--- config.mk ---
export PLATFORM = sky130hd
export DESIGN_NAME = nip_div_lane
export DESIGN_NICKNAME = d
export VERILOG_FILES = /design/src/hdl/nip_pkg.sv /design/src/hdl/nip_div_lane.sv
export SDC_FILE = /design/constraint.sdc
export NUM_CORES = 2
export LEC_CHECK = 0
export ABC_CLOCK_PERIOD_IN_PS = 3500
export BUFFER_PORTS_ARGS = -buffer_cell sky130_fd_sc_hd__clkbuf_2
export CELL_PAD_IN_SITES_DETAIL_PLACEMENT = 0
export CELL_PAD_IN_SITES_GLOBAL_PLACEMENT = 1
export CORE_MARGIN = 2
export CORE_UTILIZATION = 47
export DETAILED_ROUTE_END_ITERATION = 8
export HOLD_SLACK_MARGIN = 0.15
export PLACE_DENSITY_LB_ADDON = 0.1
export SLEW_MARGIN = 15
export SYNTH_ARGS = -nofsm -noshare
export SYNTH_HDL_FRONTEND = slang
export SYNTH_SLANG_ARGS = --single-unit
--- constraint.sdc ---
create_clock -name i_clk -period 3.5 [get_ports i_clk]
set_clock_uncertainty 0.15 [all_clocks]
set_input_delay 0.175 -clock i_clk [delete_from_list [all_inputs] [get_ports i_clk]]
set_output_delay 0.175 -clock i_clk [all_outputs]
set_load 0.005 [all_outputs]
--- src/hdl/nip_pkg.sv ---
// ----------------------------------------------------------------------------
// nip_pkg: shared types and constants of the transform interpolator
// Beat structures, fixed-point widths and pipeline stage positions.
// ----------------------------------------------------------------------------
`timescale 1ns / 1ps

package nip_pkg;

    typedef struct packed {
        logic signed [23:0] prev_pos_x;
        logic signed [23:0] prev_pos_y;
        logic signed [23:0] prev_pos_z;
        logic signed [23:0] cur_pos_x;
        logic signed [23:0] cur_pos_y;
        logic signed [23:0] cur_pos_z;
        logic [63:0]        prev_orient;
        logic [63:0]        cur_orient;
        logic [15:0]        interp_alpha;
        logic [15:0]        rate_scale;
    } t_in;

    typedef struct packed {
        logic signed [23:0] out_pos_x;
        logic signed [23:0] out_pos_y;
        logic signed [23:0] out_pos_z;
        logic signed [15:0] out_quat_w;
        logic signed [15:0] out_quat_x;
        logic signed [15:0] out_quat_y;
        logic signed [15:0] out_quat_z;
    } t_out;

    localparam int POS_W   = 24;
    localparam int B_W     = 25;   // blended component, Q.22
    localparam int MAG_W   = 24;
    localparam int SQ_W    = 48;   // one squared component
    localparam int LSQ_W   = 50;   // squared length, Q.44
    localparam int RAD_W   = 62;   // radicand, squared length shifted by 12
    localparam int ROOT_W  = 31;
    localparam int QOUT_W  = 15;

    localparam logic [16:0]      T_ONE      = 17'd65536;
    localparam logic [LSQ_W-1:0] LEN_SQ_EPS = 50'd17592186;
    localparam logic [QOUT_W-1:0] Q14_ONE   = 15'd16384;

    localparam int SQRT_STEPS = ROOT_W;
    localparam int DIV_STEPS  = 14;

    // pipeline stage positions
    localparam int ST_MUL  = 0;
    localparam int ST_T    = 1;
    localparam int ST_PROD = 2;
    localparam int ST_B    = 3;
    localparam int ST_SQ   = 4;
    localparam int ST_SUM  = 5;
    localparam int ST_ROOT = ST_SUM + 1;
    localparam int ST_NUM  = ST_ROOT + SQRT_STEPS;
    localparam int ST_OUT  = ST_NUM + DIV_STEPS + 1;
    localparam int NST     = ST_OUT + 1;

    typedef struct packed {
        logic signed [23:0] pos_x;
        logic signed [23:0] pos_y;
        logic signed [23:0] pos_z;
        logic [63:0]        pq;
        logic               eq;
        logic               deg;
        logic [3:0][B_W-1:0] b;
    } t_side;

endpackage

--- src/hdl/nip_div_lane.sv ---
// ----------------------------------------------------------------------------
// nip_div_lane: pipelined rounded quotient of one magnitude by the length
// Saturation is decided first, then one quotient bit per stage.
// ----------------------------------------------------------------------------
`timescale 1ns / 1ps

module nip_div_lane import nip_pkg::*; (
    input  logic                 i_clk,
    input  logic [DIV_STEPS:0]   i_en,
    input  logic [MAG_W-1:0]     i_mag,
    input  logic [ROOT_W-1:0]    i_s,
    output logic [QOUT_W-1:0]    o_q
);

    localparam int NUM_W = 46;

    logic [NUM_W-1:0]     n_num;
    logic                 n_sat;
    logic [NUM_W-1:0]     r_rem [DIV_STEPS+1];
    logic [ROOT_W-1:0]    r_s   [DIV_STEPS+1];
    logic [DIV_STEPS-1:0] r_q   [DIV_STEPS+1];
    logic                 r_sat [DIV_STEPS+1];

    assign n_num = NUM_W'({i_mag, 20'b0}) + NUM_W'(i_s >> 1);
    assign n_sat = n_num >= (NUM_W'(i_s) << DIV_STEPS);

    always_ff @(posedge i_clk) begin
        if (i_en[0]) begin
            r_rem[0] <= n_num;
            r_s[0]   <= i_s;
            r_q[0]   <= '0;
            r_sat[0] <= n_sat;
        end
    end

    for (genvar j = 1; j <= DIV_STEPS; j++) begin : g_step
        localparam int K = DIV_STEPS - j;
        logic [NUM_W-1:0]     dsub, n_rem;
        logic [DIV_STEPS-1:0] n_q;

        assign dsub = NUM_W'(r_s[j-1]) << K;

        always_comb begin
            n_rem = r_rem[j-1];
            n_q   = r_q[j-1];
            if (r_rem[j-1] >= dsub) begin
                n_rem = r_rem[j-1] - dsub;
                n_q   = r_q[j-1] | (DIV_STEPS'(1) << K);
            end
        end

        always_ff @(posedge i_clk) begin
            if (i_en[j]) begin
                r_rem[j] <= n_rem;
                r_s[j]   <= r_s[j-1];
                r_q[j]   <= n_q;
                r_sat[j] <= r_sat[j-1];
            end
        end
    end

    assign o_q = r_sat[DIV_STEPS] ? Q14_ONE : {1'b0, r_q[DIV_STEPS]};

endmodule

### After elaboration in Yosys (flattened, before gate mapping)

Memories as Yosys holds them, arrays and structs flattened.
Cells that the tools add are included.
Widths: inputs -> output; s select.

| cells by class | value |
|---|---|
| muxes and demuxes | 59 |
| add/subtract/negate cells | 15 |
| order comparisons | 15 |

Operator list:

| kind | number |
|---|---|
| $mux 46 | 14 |
| $ge 46x31->1 | 1 |
| $ge 46x32->1 | 1 |
| $ge 46x33->1 | 1 |
| $ge 46x34->1 | 1 |
| $ge 46x35->1 | 1 |
| $ge 46x36->1 | 1 |
| $ge 46x37->1 | 1 |
| $ge 46x38->1 | 1 |
| $ge 46x39->1 | 1 |
| $ge 46x40->1 | 1 |
| $ge 46x41->1 | 1 |
| $ge 46x42->1 | 1 |
| $ge 46x43->1 | 1 |
| $ge 46x44->1 | 1 |
| $sub 46x31->46 | 1 |
| $sub 46x32->46 | 1 |
| $sub 46x33->46 | 1 |
| $sub 46x34->46 | 1 |
| $sub 46x35->46 | 1 |
| $sub 46x36->46 | 1 |
| $sub 46x37->46 | 1 |
| $sub 46x38->46 | 1 |
| $sub 46x39->46 | 1 |
| 22 further kinds | 52 |

| word-level totals | value |
|---|---|
| logic and storage cells | 93 |
| output and inout bits | 15 |
| memories | 4 |
| memory bits (writable) | 1380 |
| input bits | 71 |
| register bits | 0 |

Memory list:

| name | words | bits a word | read ports | clocked after Yosys merged registers in | write ports | line | text |
|---|---|---|---|---|---|---|---|
| r_rem | 15 | 46 | 14 | 0 | 15 | nip_div_lane.sv:19 | `logic [NUM_W-1:0] r_rem [DIV_STEPS+1];` |
| r_s | 15 | 31 | 14 | 0 | 15 | nip_div_lane.sv:20 | `logic [ROOT_W-1:0] r_s [DIV_STEPS+1];` |
| r_q | 15 | 14 | 15 | 0 | 15 | nip_div_lane.sv:21 | `logic [DIV_STEPS-1:0] r_q [DIV_STEPS+1];` |
| r_sat | 15 | 1 | 15 | 0 | 15 | nip_div_lane.sv:22 | `logic r_sat [DIV_STEPS+1];` |

### Logic depth before layout (Yosys ltp)

An unclocked memory read counts as a cell.

| logic depth | value |
|---|---|
| depth in word-level cells | 3 |
| depth in mapped cells | 19 |
| mapped depth without buffers | 19 |

### Least setup slack after synthesis

Ideal clock, no wire load.

| timing path | value |
|---|---|
| path type | input to register |
| start point | input port i_mag[0] |
| end point | memory r_sat[0] (data pin) |
| arrival time | 3305 ps |
| cell stages on the path | 19 |
| library setup time | 261 ps |
| slack | -216 ps |
| buffers on the path | 1 |
| data required time | 3089 ps |
| cells stage by stage | ha_1 > fa_1 > a21o_1 > a21oi_1 > o21bai_1 > a21oi_1 > o21ai_0 > nand2_1 > a21oi_1 > and3_1 > clkbuf_1 > nand3_1 > xnor2_1 > ha_1 > a21o_1 > a21o_1 > a21oi_1 > o21ai_0 > o32a_1 |

RTL lines:

| item | line | text |
|---|---|---|
| from (decl) | nip_div_lane.sv:10 | `input logic [MAG_W-1:0] i_mag,` |
| to (decl) | nip_div_lane.sv:22 |  |

==> flow_summary.json <==
{
  "die_w_um": 372,
  "synth_seq_cells": 1086,
  "clock-sinks": 1086,
  "die_area_mm2": 0.139,
  "pre_cts_slack_ns": -0.381,
  "fin_crit_sh_pct": 103,
  "synth.avg_cell_area_um2": 10.7,
  "start_util_pct": 47.2,
  "die_height_um": 372,
  "final_layout_size_suffix_gt1_share_pct": 25.0,
  "fin_total_pwr_w": 0.0654,
  "drt_iter0_drc": 3672,
  "grt.total_usage_pct": 26.2,
  "critPathArrivalTime_ns": 3.94,
  "drc": 0,
  "synth_top_area_cell": "edfxtp_1",
  "fin_ws_ns": -0.0966,
  "async_flop_share_pct": 0,
  "dp_cells": 8666,
  "whs_ns": 0.226,
  "p_leak_nw": 34.3,
  "cts_tree": "done",
  "cp-end-kind": "flip-flop",
  "grt_overflow_total": 0,
  "nNetsFinal": 7784,
  "startpoint_type": "flip-flop",
  "rsz0062_at_grt": "true",
  "antenna_cells": 0,
  "crit_required_ns": 3.85,
  "first_pass_iters": 6,
  "worstSkewPairLatency_ns": 0.77,
  "worst_slew_pin_slew_ns": 1.17,
  "core_area_mm2": 0.135,
  "wl_per_cell_um": 20.6,
  "grt_pass1_wl_um": 279000,
  "finalSetupViolCount": 8,
  "netlist.area_leader.share_pct": 51.1,
  "timing.max_cap.violations": 0,
  "reg2reg_slack_ns": -0.1,
  "grt_pass1_vias": 48770,
  "rows": 135,
  "synth.most_common_cell": "edfxtp_1",
  "status": "complete, but fails checks",
  "maxSlewViolCount": 0,
  "synth_fp_nets": 6511,
  "ios": 86,
  "critPathKind": "flip-flop to flip-flop",
  "vias_per_cell": 5.50,
  "vias": 50115,
  "ys_seq_area_share_pct": 51.1,
  "clockBufferDepth": 3,
  "synth.cell_area_mm2": 0.0638,
  "root_buffer": "clkbuf_16",
  "nFillCells": 11325,
  "cts_max_level": 4,
  "yosysWarnings": 0,
  "hold_class": "input port to flip-flop",
  "final_core_util_pct": 60.9,
  "peakVddDrop_mv": 0.412,
  "gp_congestion": 0.947,
  "place_hpwl_um": 143000,
  "synth_ff_type": "edfxtp_1",
  "synth_commonest_cells": "edfxtp_1 (1086), inv_1 (557), a21oi_1 (536)",
  "grt_max_degree": 78,
  "final-hold-violation-count": 0,
  "synth.distinct_cells": 104,
  "synth-edff-count": 1086,
  "syn_to_final_growth_pct": 28.9,
  "path_clk_slew_ns": 0.06,
  "cts_buffers": 130,
  "max_freq_ghz": 0.278,
  "crit_fanout": 3,
  "antenna_found_initial": 4,
  "failed_checks": "negative setup slack",
  "syn_inst": 5951,
  "io_buffers": 85,
  "finalNonFillerCells": 9106,
  "p_per_area_mw_per_mm2": 796,
  "relSlewSlack_pct": 22.1,
  "drt-total-wl_um": 187000,
  "finalCriticalPeriod_ns": 3.60,
  "antenna_left": 0,
  "ys_top_cells_by_area": "edfxtp_1 (51%), ha_1 (9.3%), a21oi_1 (4.2%)"
}
what timing repair did:
action	CTS	global route
resized for setup	125	364
setup endpoints to repair	247	383
hold buffers	119	0
pin swaps	42	136
cloned	2	14
endpoints found under the hold margin	1062	0
buffers inserted	20	62
worst paths after layout:
path                                  from      endpoint  cells after the start
worst max-delay path            r_s[3][31]  r_rem[1][45]                     12
worst min-delay path               i_s[22]    r_s[0][22]                      3
worst max register to register  r_s[3][31]  r_rem[1][45]                     12
worst min register to register   r_q[8][6]     r_q[9][6]                      0
cell type report:
cell class	instances	area (µm²)	area share, %
flip-flops and latches	1086	32600	39.7
multi-input cells	4152	30500	37.1
repair buffers	1293	10500	12.8
clock buffers	155	3430	4.17
well taps	1781	2230	2.71
inverters	561	2110	2.57
clock inverters	78	873	1.06
routing by layer:
metal / GRT usage, % / wire length (µm)
met1: 34.1 / 80500
met2: 44.5 / 91100
met3: 3.25 / 8080
met4: 10.3 / 7440
met5: 0 / 26
per-stage QoR:
stage	cell area (µm²)	TNS, ns
floorplan	63800	-0.0138
global placement	73700	-15.72
detailed placement	73700	-22.60
CTS	79900	-0.457
global route	82200	-7.45
finish	82200	-0.365
flip-flops by register name, indices dropped and copies added (netlist names):
signal and flops:
r_q 105, r_sat 15, r_s 413, r_rem 553
power by group:
| part | total (W) | switching, W | internal (W) |
|---|---|---|---|
| logic | 0.0304 | 0.0159 | 0.0145 |
| clock network | 0.0137 | 0.00548 | 0.00821 |
| registers | 0.0213 | 0.00245 | 0.0189 |
kinds of logic (layout without fill, tap and decap cells):
kind of cell,count (synthesis),in the layout,share of synthesized area [%]
muxes,69,69,1.21
buffers and inverters,713,2087,4.28
and+or+nand+nor,1541,1541,11.7
xor gates and xnor gates,454,454,6.23
DFF,1086,1086,51.1
AOI/OAI and AO/OA,1599,1599,15.6
adders and majority gates,489,489,9.76
critical path, stage by stage (launching register included):
cell and delay [ns]:
edfxtp_1 0.39, ha_2 0.23, fa_2 0.37, nor2b_2 0.15
o31a_1 0.22, nor3_4 0.06, o31ai_4 0.25, a21oi_4 0.11
o41ai_4 0.40, nor3_2 0.11, or4_4 0.60, nor4_4 0.18
xor2_1 0.12
layout by cell type (no fill, tap or decap), types with 21 or more instances in the layout:
cell and count:
o21ai_2 28, o211ai_1 23, clkbuf_1 21, nand2b_1 63, a21o_1 213, o31a_1 24, nand4_1 108, or3_1 23
o21bai_1 50, and3_1 40, o21ai_0 316, nor2_1 363, inv_1 542, clkbuf_2 74, ha_1 446, a31oi_1 39
ha_4 21, dlygate4sd3_1 119, mux2_2 53, nand2_2 25, edfxtp_1 1086, xnor2_1 266, nor3_1 74, o21ai_1 45
a211oi_1 24, nor2b_1 62, nand2_1 428, nor4_1 39, clkinv_2 22, o21a_1 61, buf_12 26, or2_2 22
a21oi_1 490, buf_4 1038, a21oi_2 43, nand3_1 108, clkbuf_16 146, xor2_1 186
Power figures use the tool's default switching activity.
