==> config.mk <==
export PLATFORM = sky130hd
export DESIGN_NAME = nip_pos_lane
export DESIGN_NICKNAME = d
export VERILOG_FILES = /design/src/hdl/nip_pkg.sv /design/src/hdl/nip_pos_lane.sv
export SDC_FILE = /design/constraint.sdc
export NUM_CORES = 1
export LEC_CHECK = 0
export BUFFER_PORTS_ARGS = -buffer_cell sky130_fd_sc_hd__buf_2
export CAP_MARGIN = 20
export CORE_UTILIZATION = 59
export DETAILED_ROUTE_END_ITERATION = 8
export PLACE_DENSITY = 0.8
export SYNTH_ARGS = -nofsm -noshare
export SYNTH_HDL_FRONTEND = slang
export SYNTH_SLANG_ARGS = --single-unit
==> constraint.sdc <==
create_clock -name i_clk -period 7.6 [get_ports i_clk]
set_input_delay 0.76 -clock i_clk [delete_from_list [all_inputs] [get_ports i_clk]]
set_output_delay 0.76 -clock i_clk [all_outputs]
set_load 0.005 [all_outputs]
==> src/hdl/nip_pkg.sv <==
// ----------------------------------------------------------------------------
// nip_pkg: shared types and constants of the transform interpolator
// Beat structures, fixed-point widths and pipeline stage positions.
// ----------------------------------------------------------------------------
`timescale 1ns / 1ps

package nip_pkg;

    typedef struct packed {
        logic signed [23:0] prev_pos_x;
        logic signed [23:0] prev_pos_y;
        logic signed [23:0] prev_pos_z;
        logic signed [23:0] cur_pos_x;
        logic signed [23:0] cur_pos_y;
        logic signed [23:0] cur_pos_z;
        logic [63:0]        prev_orient;
        logic [63:0]        cur_orient;
        logic [15:0]        interp_alpha;
        logic [15:0]        rate_scale;
    } t_in;

    typedef struct packed {
        logic signed [23:0] out_pos_x;
        logic signed [23:0] out_pos_y;
        logic signed [23:0] out_pos_z;
        logic signed [15:0] out_quat_w;
        logic signed [15:0] out_quat_x;
        logic signed [15:0] out_quat_y;
        logic signed [15:0] out_quat_z;
    } t_out;

    localparam int POS_W   = 24;
    localparam int B_W     = 25;   // blended component, Q.22
    localparam int MAG_W   = 24;
    localparam int SQ_W    = 48;   // one squared component
    localparam int LSQ_W   = 50;   // squared length, Q.44
    localparam int RAD_W   = 62;   // radicand, squared length shifted by 12
    localparam int ROOT_W  = 31;
    localparam int QOUT_W  = 15;

    localparam logic [16:0]      T_ONE      = 17'd65536;
    localparam logic [LSQ_W-1:0] LEN_SQ_EPS = 50'd17592186;
    localparam logic [QOUT_W-1:0] Q14_ONE   = 15'd16384;

    localparam int SQRT_STEPS = ROOT_W;
    localparam int DIV_STEPS  = 14;

    // pipeline stage positions
    localparam int ST_MUL  = 0;
    localparam int ST_T    = 1;
    localparam int ST_PROD = 2;
    localparam int ST_B    = 3;
    localparam int ST_SQ   = 4;
    localparam int ST_SUM  = 5;
    localparam int ST_ROOT = ST_SUM + 1;
    localparam int ST_NUM  = ST_ROOT + SQRT_STEPS;
    localparam int ST_OUT  = ST_NUM + DIV_STEPS + 1;
    localparam int NST     = ST_OUT + 1;

    typedef struct packed {
        logic signed [23:0] pos_x;
        logic signed [23:0] pos_y;
        logic signed [23:0] pos_z;
        logic [63:0]        pq;
        logic               eq;
        logic               deg;
        logic [3:0][B_W-1:0] b;
    } t_side;

endpackage

==> src/hdl/nip_pos_lane.sv <==
// ----------------------------------------------------------------------------
// nip_pos_lane: one position component lerp
// Multiplies the difference by the weight, then rounds and adds to prev.
// ----------------------------------------------------------------------------
`timescale 1ns / 1ps

module nip_pos_lane import nip_pkg::*; (
    input  logic                    i_clk,
    input  logic [1:0]              i_en,
    input  logic signed [POS_W-1:0] i_prev,
    input  logic signed [POS_W-1:0] i_cur,
    input  logic [16:0]             i_t,
    output logic signed [POS_W-1:0] o_pos
);

    logic signed [24:0]       diff;
    logic signed [17:0]       tsg;
    logic signed [42:0]       n_prod, r_prod;
    logic signed [POS_W-1:0]  r_prev, n_pos, r_pos;
    logic signed [42:0]       rnd;

    assign diff   = {i_cur[POS_W-1], i_cur} - {i_prev[POS_W-1], i_prev};
    assign tsg    = $signed({1'b0, i_t});
    assign n_prod = diff * tsg;

    always_ff @(posedge i_clk) begin
        if (i_en[0]) begin
            r_prod <= n_prod;
            r_prev <= i_prev;
        end
    end

    assign rnd   = (r_prod + 43'sd32768) >>> 16;
    assign n_pos = r_prev + rnd[POS_W-1:0];

    always_ff @(posedge i_clk) begin
        if (i_en[1]) begin
            r_pos <= n_pos;
        end
    end

    assign o_pos = r_pos;

endmodule

; ---- After elaboration in Yosys (flattened, before gate mapping)
; Index checks and enable logic that the tools add are counted.
[classes]
n_mul = 1
n_addsub = 3
[ops]
columns = op, n
row1 = adder 40 x 17 -> 40 bit (second input constant), 1
row2 = multiplier 25 x 18 -> 40 bit, 1
row3 = subtractor 24 x 24 -> 25 bit, 1
row4 = adder 24 bit, 1
[totals]
out_inout_bits = 24
reg_bits = 88

; ---- Longest topological paths before layout
; Gate-level depths: netlist of the first run.
[logic_depth]
depth_word = 2
ltp_mapped = 34
depth_no_buf = 33

; ---- Worst setup path before layout of the first run
; Ideal clock, no wire load.
[synth_path]
path_type = input -> register
from = in i_prev[2]
to = reg r_prod[34] (data pin)
arrival_time_ns = 8.204
path_slack_ns = -0.762
stages = 31
required_ns = 7.442
setup_ns = 0.158
cell_sequence = inv_1 -> ha_1 -> nor2b_1 -> o31a_1 -> o41ai_4 -> a21boi_2 -> o21a_1 -> o21a_1 -> or4_4 -> nand3_4 -> buf_8 -> nand2_2 -> fa_1 -> fa_1 -> fa_1 -> fa_1 -> inv_1 -> fa_1 -> inv_1 -> fa_1 -> inv_1 -> ha_1 -> o211ai_1 -> nor2_1 -> a41oi_1 -> nand3_1 -> o211ai_1 -> nand3b_1 -> a31oi_1 -> or4b_1 -> o211ai_1
[synth_via]
elab_chain_cells = 2
[synth_lines]
columns = element, line
row1 = "start, declared", nip_pos_lane.sv:10  ; input logic signed [POS_W-1:0] i_prev,
row2 = subtractor 24 x 24 -> 25 bit, nip_pos_lane.sv:22  ; assign diff = {i_cur[POS_W-1], i_cur} - {i_prev[POS_W-1], i_prev};
row3 = multiplier 25 x 18 -> 40 bit, nip_pos_lane.sv:24  ; assign n_prod = diff * tsg;
row4 = net n_prod[34], nip_pos_lane.sv:18  ; logic signed [42:0] n_prod, r_prod;
row5 = "end signal, assigned", nip_pos_lane.sv:28  ; r_prod <= n_prod;
row6 = "end, declared", nip_pos_lane.sv:18
; The timed path passes the listed nets, and every way through them passes these cells.
; A chain may end at the register's enable or synchronous reset.

; ---- Final worst setup path of the first run
[layout_path]
from = in i_cur[0]
to = reg r_prod[34] (data pin)
[layout_via]
elab_chain_cells = 2
[layout_lines]
columns = element, line
row1 = "start, declared", nip_pos_lane.sv:11  ; input logic signed [POS_W-1:0] i_cur,
row2 = subtractor 24 x 24 -> 25 bit, nip_pos_lane.sv:22
row3 = multiplier 25 x 18 -> 40 bit, nip_pos_lane.sv:24
row4 = net n_prod[34], nip_pos_lane.sv:18
; The timed path passes the listed nets, and every way through them passes these cells.

==> impl_metrics.yaml, run 1 <==
run_status:
  status: "finished with violations"
  failed_checks: "setup timing"
flow_run:
  cap_violations: 0
hold_path:
  hold_depth: 1
  holdCritPathClass: "reg -> reg"
  min_to: "o_pos[0]"
  hp-start: "r_prev[0]"
placed_design:
  place_congestion: 0.9085
  dp_cells: 2735
  place_ws_ns: -1.277
  dp_hpwl_um: 40590
  port_buffers: 91
timing:
  fmax_mhz: 119.7
  worstMarginPinSlew_ns: 0.7021
  fin_worst_skew_ns: 0.009722
  maxSlewHeadroom_pct: 53.19
  rsz0062_at_grt: "true"
  slew_violations: 0
  hold_violations: 0
  setup_viol: 20
  timing.hold.ws_ns: 0.5588
  post-route-period-util_pct: 109.9
  worst_slack_ns: -0.7524
  fin_crit_ns: 8.352
setup_path:
  cp.arrival_ns: 8.52
  r2r_setup_slack_ns: 3.51
  required_ns: 7.77
  start_kind: "primary input"
  r2r_cells: 16
  worstPathMaxFanout: 5
  critical-path-max-stage-delay_ns: 0.55
  cpMaxStageDelayCell: "fa_1"
  critPathCaptureType: "register"
  critPathKind: "in -> reg"
  reg2reg_from: "r_prod[17]"
  path_common_cell: "fa_1"
  reg2reg_to: "o_pos[23]"
global_route:
  grt_usage_pct: 30.99
  grt_antenna_before_repair: 0
  grt_pass1_wl_um: 81140
  grt-ovfl-total: 0
  grt_max_degree: 50
  grt_pass1_vias: 16610
clock_network:
  clk_path_buf_depth: 2
  cts_tree: "yes"
  htreeDepth: 3
  root_buffer: "clkbuf_16"
  cts_inserted_buffers: 9
  clkTransAtPathRegs_ns: 0.06
  hold_buffers: 0
  cts.sinks: 73
  clock_latency_ns: 0.34
yosys:
  synth_top_family_by_area: "adder cells"
  ys.warnings.count: 0
  synthTopCellsByArea: "fa_1 41%, edfxtp_1 11%, inv_1 9.5%, ha_1 9.2%, and2_1 5.4%"
  synth.largest_area_cell: "fa_1"
  synth.top_cell.area_share_pct: 41.03
  synthCells: 2051
  syn_avg_cell_area_sq_um: 9.420
  synth_compound_area_share_pct: 5.952
  syn_area_sq_um: 19320
  muxShareOfSynthArea_pct: 0.9196
  synth_top_flop_cell: "edfxtp_1"
  synth_edf_count: 73
  synth_seq_cells: 73
  yosysSeqAreaShare_pct: 11.35
  synthXorXnorAreaFrac_pct: 4.307
  yosys.area_share.adder_pct: 50.23
  yosysUniqueCellTypes: 65
  synthesis.nets: 2657
  synth-simple-area-share_pct: 16.29
  async_flop_share_pct: 0
floorplanning:
  fp.dieW_um: 183.0
  core_area_sq_um: 31880
  start_util_pct: 60.60
  die_height_um: 183.0
  rows: 65
  io_pins: 92
  die_area_sq_um: 33470
routing:
  viasPerCell: 5.411
  wl_um: 49440
  firstDrtPassIters: 5
  ant_nets: 0
  dr_total_vias: 15020
  drc: 0
  wire_per_inst_um: 17.82
  first_iter_violations: 834
layout:
  antennaDiodeCount: 0
  layout-drive-gt1-share_pct: 20.00
  area_delta_synth_final_pct: 17.70
  regArea_sq_um: 2192
  instances_no_fill: 2775
  num-fill-cells: 2208
  nNetsFinal: 2943
  multiInputGateArea_sq_um: 15410
[cell families (layout without fill, tap and decap cells)]
family / count (synthesis) / in the layout
AND/OR/NAND/NOR: 597 / 597
AO/OA/AOI/OAI: 175 / 175
multiplexers: 17 / 17
adder cells (fa/ha/maj): 538 / 538
buffers and inverters: 556 / 845
flip-flops: 73 / 73
XOR/XNOR: 95 / 95
[timing repair]
| item | CTS | global route |
|---|---|---|
| hold endpoints to repair | 0 | 0 |
| gates resized for setup | 73 | 17 |
| pin swaps | 67 | 19 |
| setup buffers | 22 | 7 |
| endpoints found under the setup margin | 24 | 25 |
[sequential cells by signal, indices dropped and copies added (netlist names)]
register / cells
r_prod: 25
r_prev: 24
o_pos: 24
[critical path, delay by kind of cell]
family                   cells  cell delay [ns]
AO/OA/AOI/OAI                9             1.87
buffers and inverters        9             0.84
adder cells (fa/ha/maj)      9             3.41
AND/OR/NAND/NOR              7             1.65
[through the flow]
stage	instance area, sq um	util [%]	setup TNS (ns)
finish	22740	71.33	-8.576
global route	22740	71.33	-13.46
CTS	22610	70.91	-3.913
detailed placement	21930	68.79	-21.96
global placement	21930	68.79	-18.65
floorplan	19450	-	-2.274
[how the worst max path moves through the flow]
stage          startpoint    endpoint  slack [ns]  cells after the start
5_1_grt          i_cur[0]  r_prod[34]       -0.95                     34
3_5_place_dp     i_cur[0]  r_prod[34]       -1.28                     34
3_3_place_gp     i_cur[0]  r_prod[34]       -1.09                     35
6_report         i_cur[0]  r_prod[34]       -0.75                     34
2_1_floorplan    i_cur[0]  r_prod[34]       -0.50                     32
4_1_cts          i_cur[0]  r_prod[34]       -0.50                     34
[layout by cell type (no fill, tap or decap), types with 12 or more instances in the layout]
master / count
a21o_1: 21
a21oi_1: 49
and2_1: 163
buf_2: 90
buf_4: 231
buf_6: 13
edfxtp_1: 73
fa_1: 381
fa_2: 15
ha_1: 133
inv_1: 480
nand2_1: 230
nand2_2: 12
nand2b_1: 31
nand3_1: 19
nor2_1: 36
nor2b_1: 30
o21a_1: 12
o21ai_0: 21
xnor2_1: 65
xor2_1: 25
[synth_stat cells (all sizes together) (26+ instances only)]
master  count
xor2       26
nand2b     31
a21oi      62
fa        396
inv       489
nor2       41
nor2b      31
xnor2      69
clkbuf     57
and2      167
o21ai      31
nand2     242
edfxtp     73
ha        142
[cell type report]
| class | instances | area share (%) |
|---|---|---|
| multi-input cells | 1422 | 67.79 |
| flip-flops and latches | 73 | 9.640 |
| clock inverters | 4 | 0.09904 |
| clock buffers | 10 | 1.007 |
| inverters | 489 | 8.138 |
| repair buffers | 342 | 10.93 |
| well taps | 435 | 2.394 |
[layer usage]
layer / global-route usage (%) / wire, um / vias up
met1: 39.64 / 19060 / 7417
met4: 11.63 / 1713 / 0
met2: 52.26 / 24130 / 710
li1: - / - / 6739
met3: 6.136 / 4538 / 149
met5: 0 / 0 / -
Power of run 1 is not shown: default switching activity piles up to over one toggle a cycle in this logic, so the estimate is an artifact.
==> inputs of run 2 (changes only) <==
- RECOVER_POWER: unset -> 50
==> impl_metrics.yaml, run 2 (synthesis gave the netlist of run 1 again) <==
timing:
  fmax_mhz: 119.9
  fin_setup_tns_ns: -8.359
  fin_worst_skew_ns: 0.009735
  maxSlewHeadroom_pct: -51.24
  rsz0062_at_grt: "true"
  worst_slack_ns: -0.7378
  fin_crit_ns: 8.338
  setup_viol: 21
  post-route-period-util_pct: 109.7
  worstMarginPinSlew_ns: 2.269
  slew_violations: 41
  hold_violations: 0
clock_network:
  clock_latency_ns: 0.34
  htreeDepth: 3
  clkTransAtPathRegs_ns: 0.06
  cts_tree: "yes"
  clk_path_buf_depth: 2
  hold_buffers: 0
  root_buffer: "clkbuf_16"
  cts.sinks: 73
  cts_inserted_buffers: 9
routing:
  wire_per_inst_um: 17.80
  first_iter_violations: 830
  viasPerCell: 5.419
  wl_um: 49410
  ant_nets: 0
  drc: 0
  dr_total_vias: 15040
  firstDrtPassIters: 5
layout:
  layout_commonest_cell: "inv_1"
  instances_no_fill: 2775
  largest_reg_flops: 25
  num-fill-cells: 2221
  multiInputGateArea_sq_um: 15410
  final_area_sq_um: 22700
  layout-drive-gt1-share_pct: 19.02
  area_delta_synth_final_pct: 17.47
  final_cell_mix: "480 x inv_1, 381 x fa_1, 231 x buf_4"
  antennaDiodeCount: 0
  postLayoutCoreUtil_pct: 71.19
  nNetsFinal: 2943
  regArea_sq_um: 2192
  regMostFlops: "r_prod"
setup_path:
  worstPathMaxFanout: 5
  critical-path-max-stage-delay_ns: 0.55
  critPathKind: "in -> reg"
  required_ns: 7.77
  critPathCaptureType: "register"
  cpMaxStageDelayCell: "fa_1"
  path_common_cell: "fa_1"
  r2r_setup_slack_ns: 3.53
  cp.arrival_ns: 8.51
  start_kind: "primary input"
global_route:
  grt_pass1_vias: 16610
  grt_max_degree: 50
  grt_pass1_wl_um: 81140
  grt_antenna_before_repair: 0
  grt_usage_pct: 30.99
  grt-ovfl-total: 0
run_status:
  failed_checks: "capacitance limit, slew limit, setup timing"
  status: "finished with violations"
floorplanning:
  core_area_sq_um: 31880
  fp.dieW_um: 183.0
  io_pins: 92
  rows: 65
  die_height_um: 183.0
  start_util_pct: 60.60
  die_area_sq_um: 33470
placed_design:
  dpl-instance-area_sq_um: 21930
  port_buffers: 91
  dp_cells: 2735
  dp_hpwl_um: 40590
  place_congestion: 0.9085
flow_run:
  cap_violations: 1
hold_path:
  holdCritPathClass: "reg -> reg"
## run 2: cell count changes in the layout (fill, tap and decap cells not counted), sizes merged
cell,previous run,this run
buf,342,319
clkbuf,10,33
## run 2: path summary, 6_finish.rpt
path	startpoint	to	cells past startpoint
max reg2reg	r_prod[17]	o_pos[23]	16
max	i_cur[0]	r_prod[34]	34
min reg2reg	r_prev[0]	o_pos[0]	1
min	r_prev[0]	o_pos[0]	1
## run 2: stage by stage
step           worst slack (ns)  hold slack (ns)
2_1_floorplan           -0.4989           0.5256
6_report                -0.7378           0.5589
4_1_cts                 -0.5021           0.5662
3_3_place_gp             -1.090           0.5523
3_5_place_dp             -1.277           0.5501
5_1_grt                 -0.9531           0.5916
## run 2: area by class of cell
class                   instances  area share (%)
clock buffers                  10           1.009
clock inverters                 4         0.09923
inverters                     489           8.154
multi-input cells            1422           67.92
flip-flops and latches         73           9.659
well taps                     435           2.398
repair buffers                342           10.76
## run 2: critical path: cells and delay by family
kind / cells / cell delay (ns)
adders and majority gates: 9 / 3.40
buffers and inverters: 9 / 0.84
AOI/OAI and AO/OA: 9 / 1.87
and+or+nand+nor: 7 / 1.64
## run 2: timing repair
action                     CTS  global route
pin swaps                   67            19
buffers inserted            22             7
resized for setup           73            17
setup endpoints to repair   24            25
## run 2: per-layer routing
metal / GRT usage (%) / vias to the layer above / wire, um
li1: - / 6741 / -
met2: 52.26 / 721 / 24080
met1: 39.64 / 7419 / 19170
met5: 0 / - / 0
met3: 6.136 / 158 / 4323
met4: 11.63 / 0 / 1832
Power of run 2 is left out for the same reason.
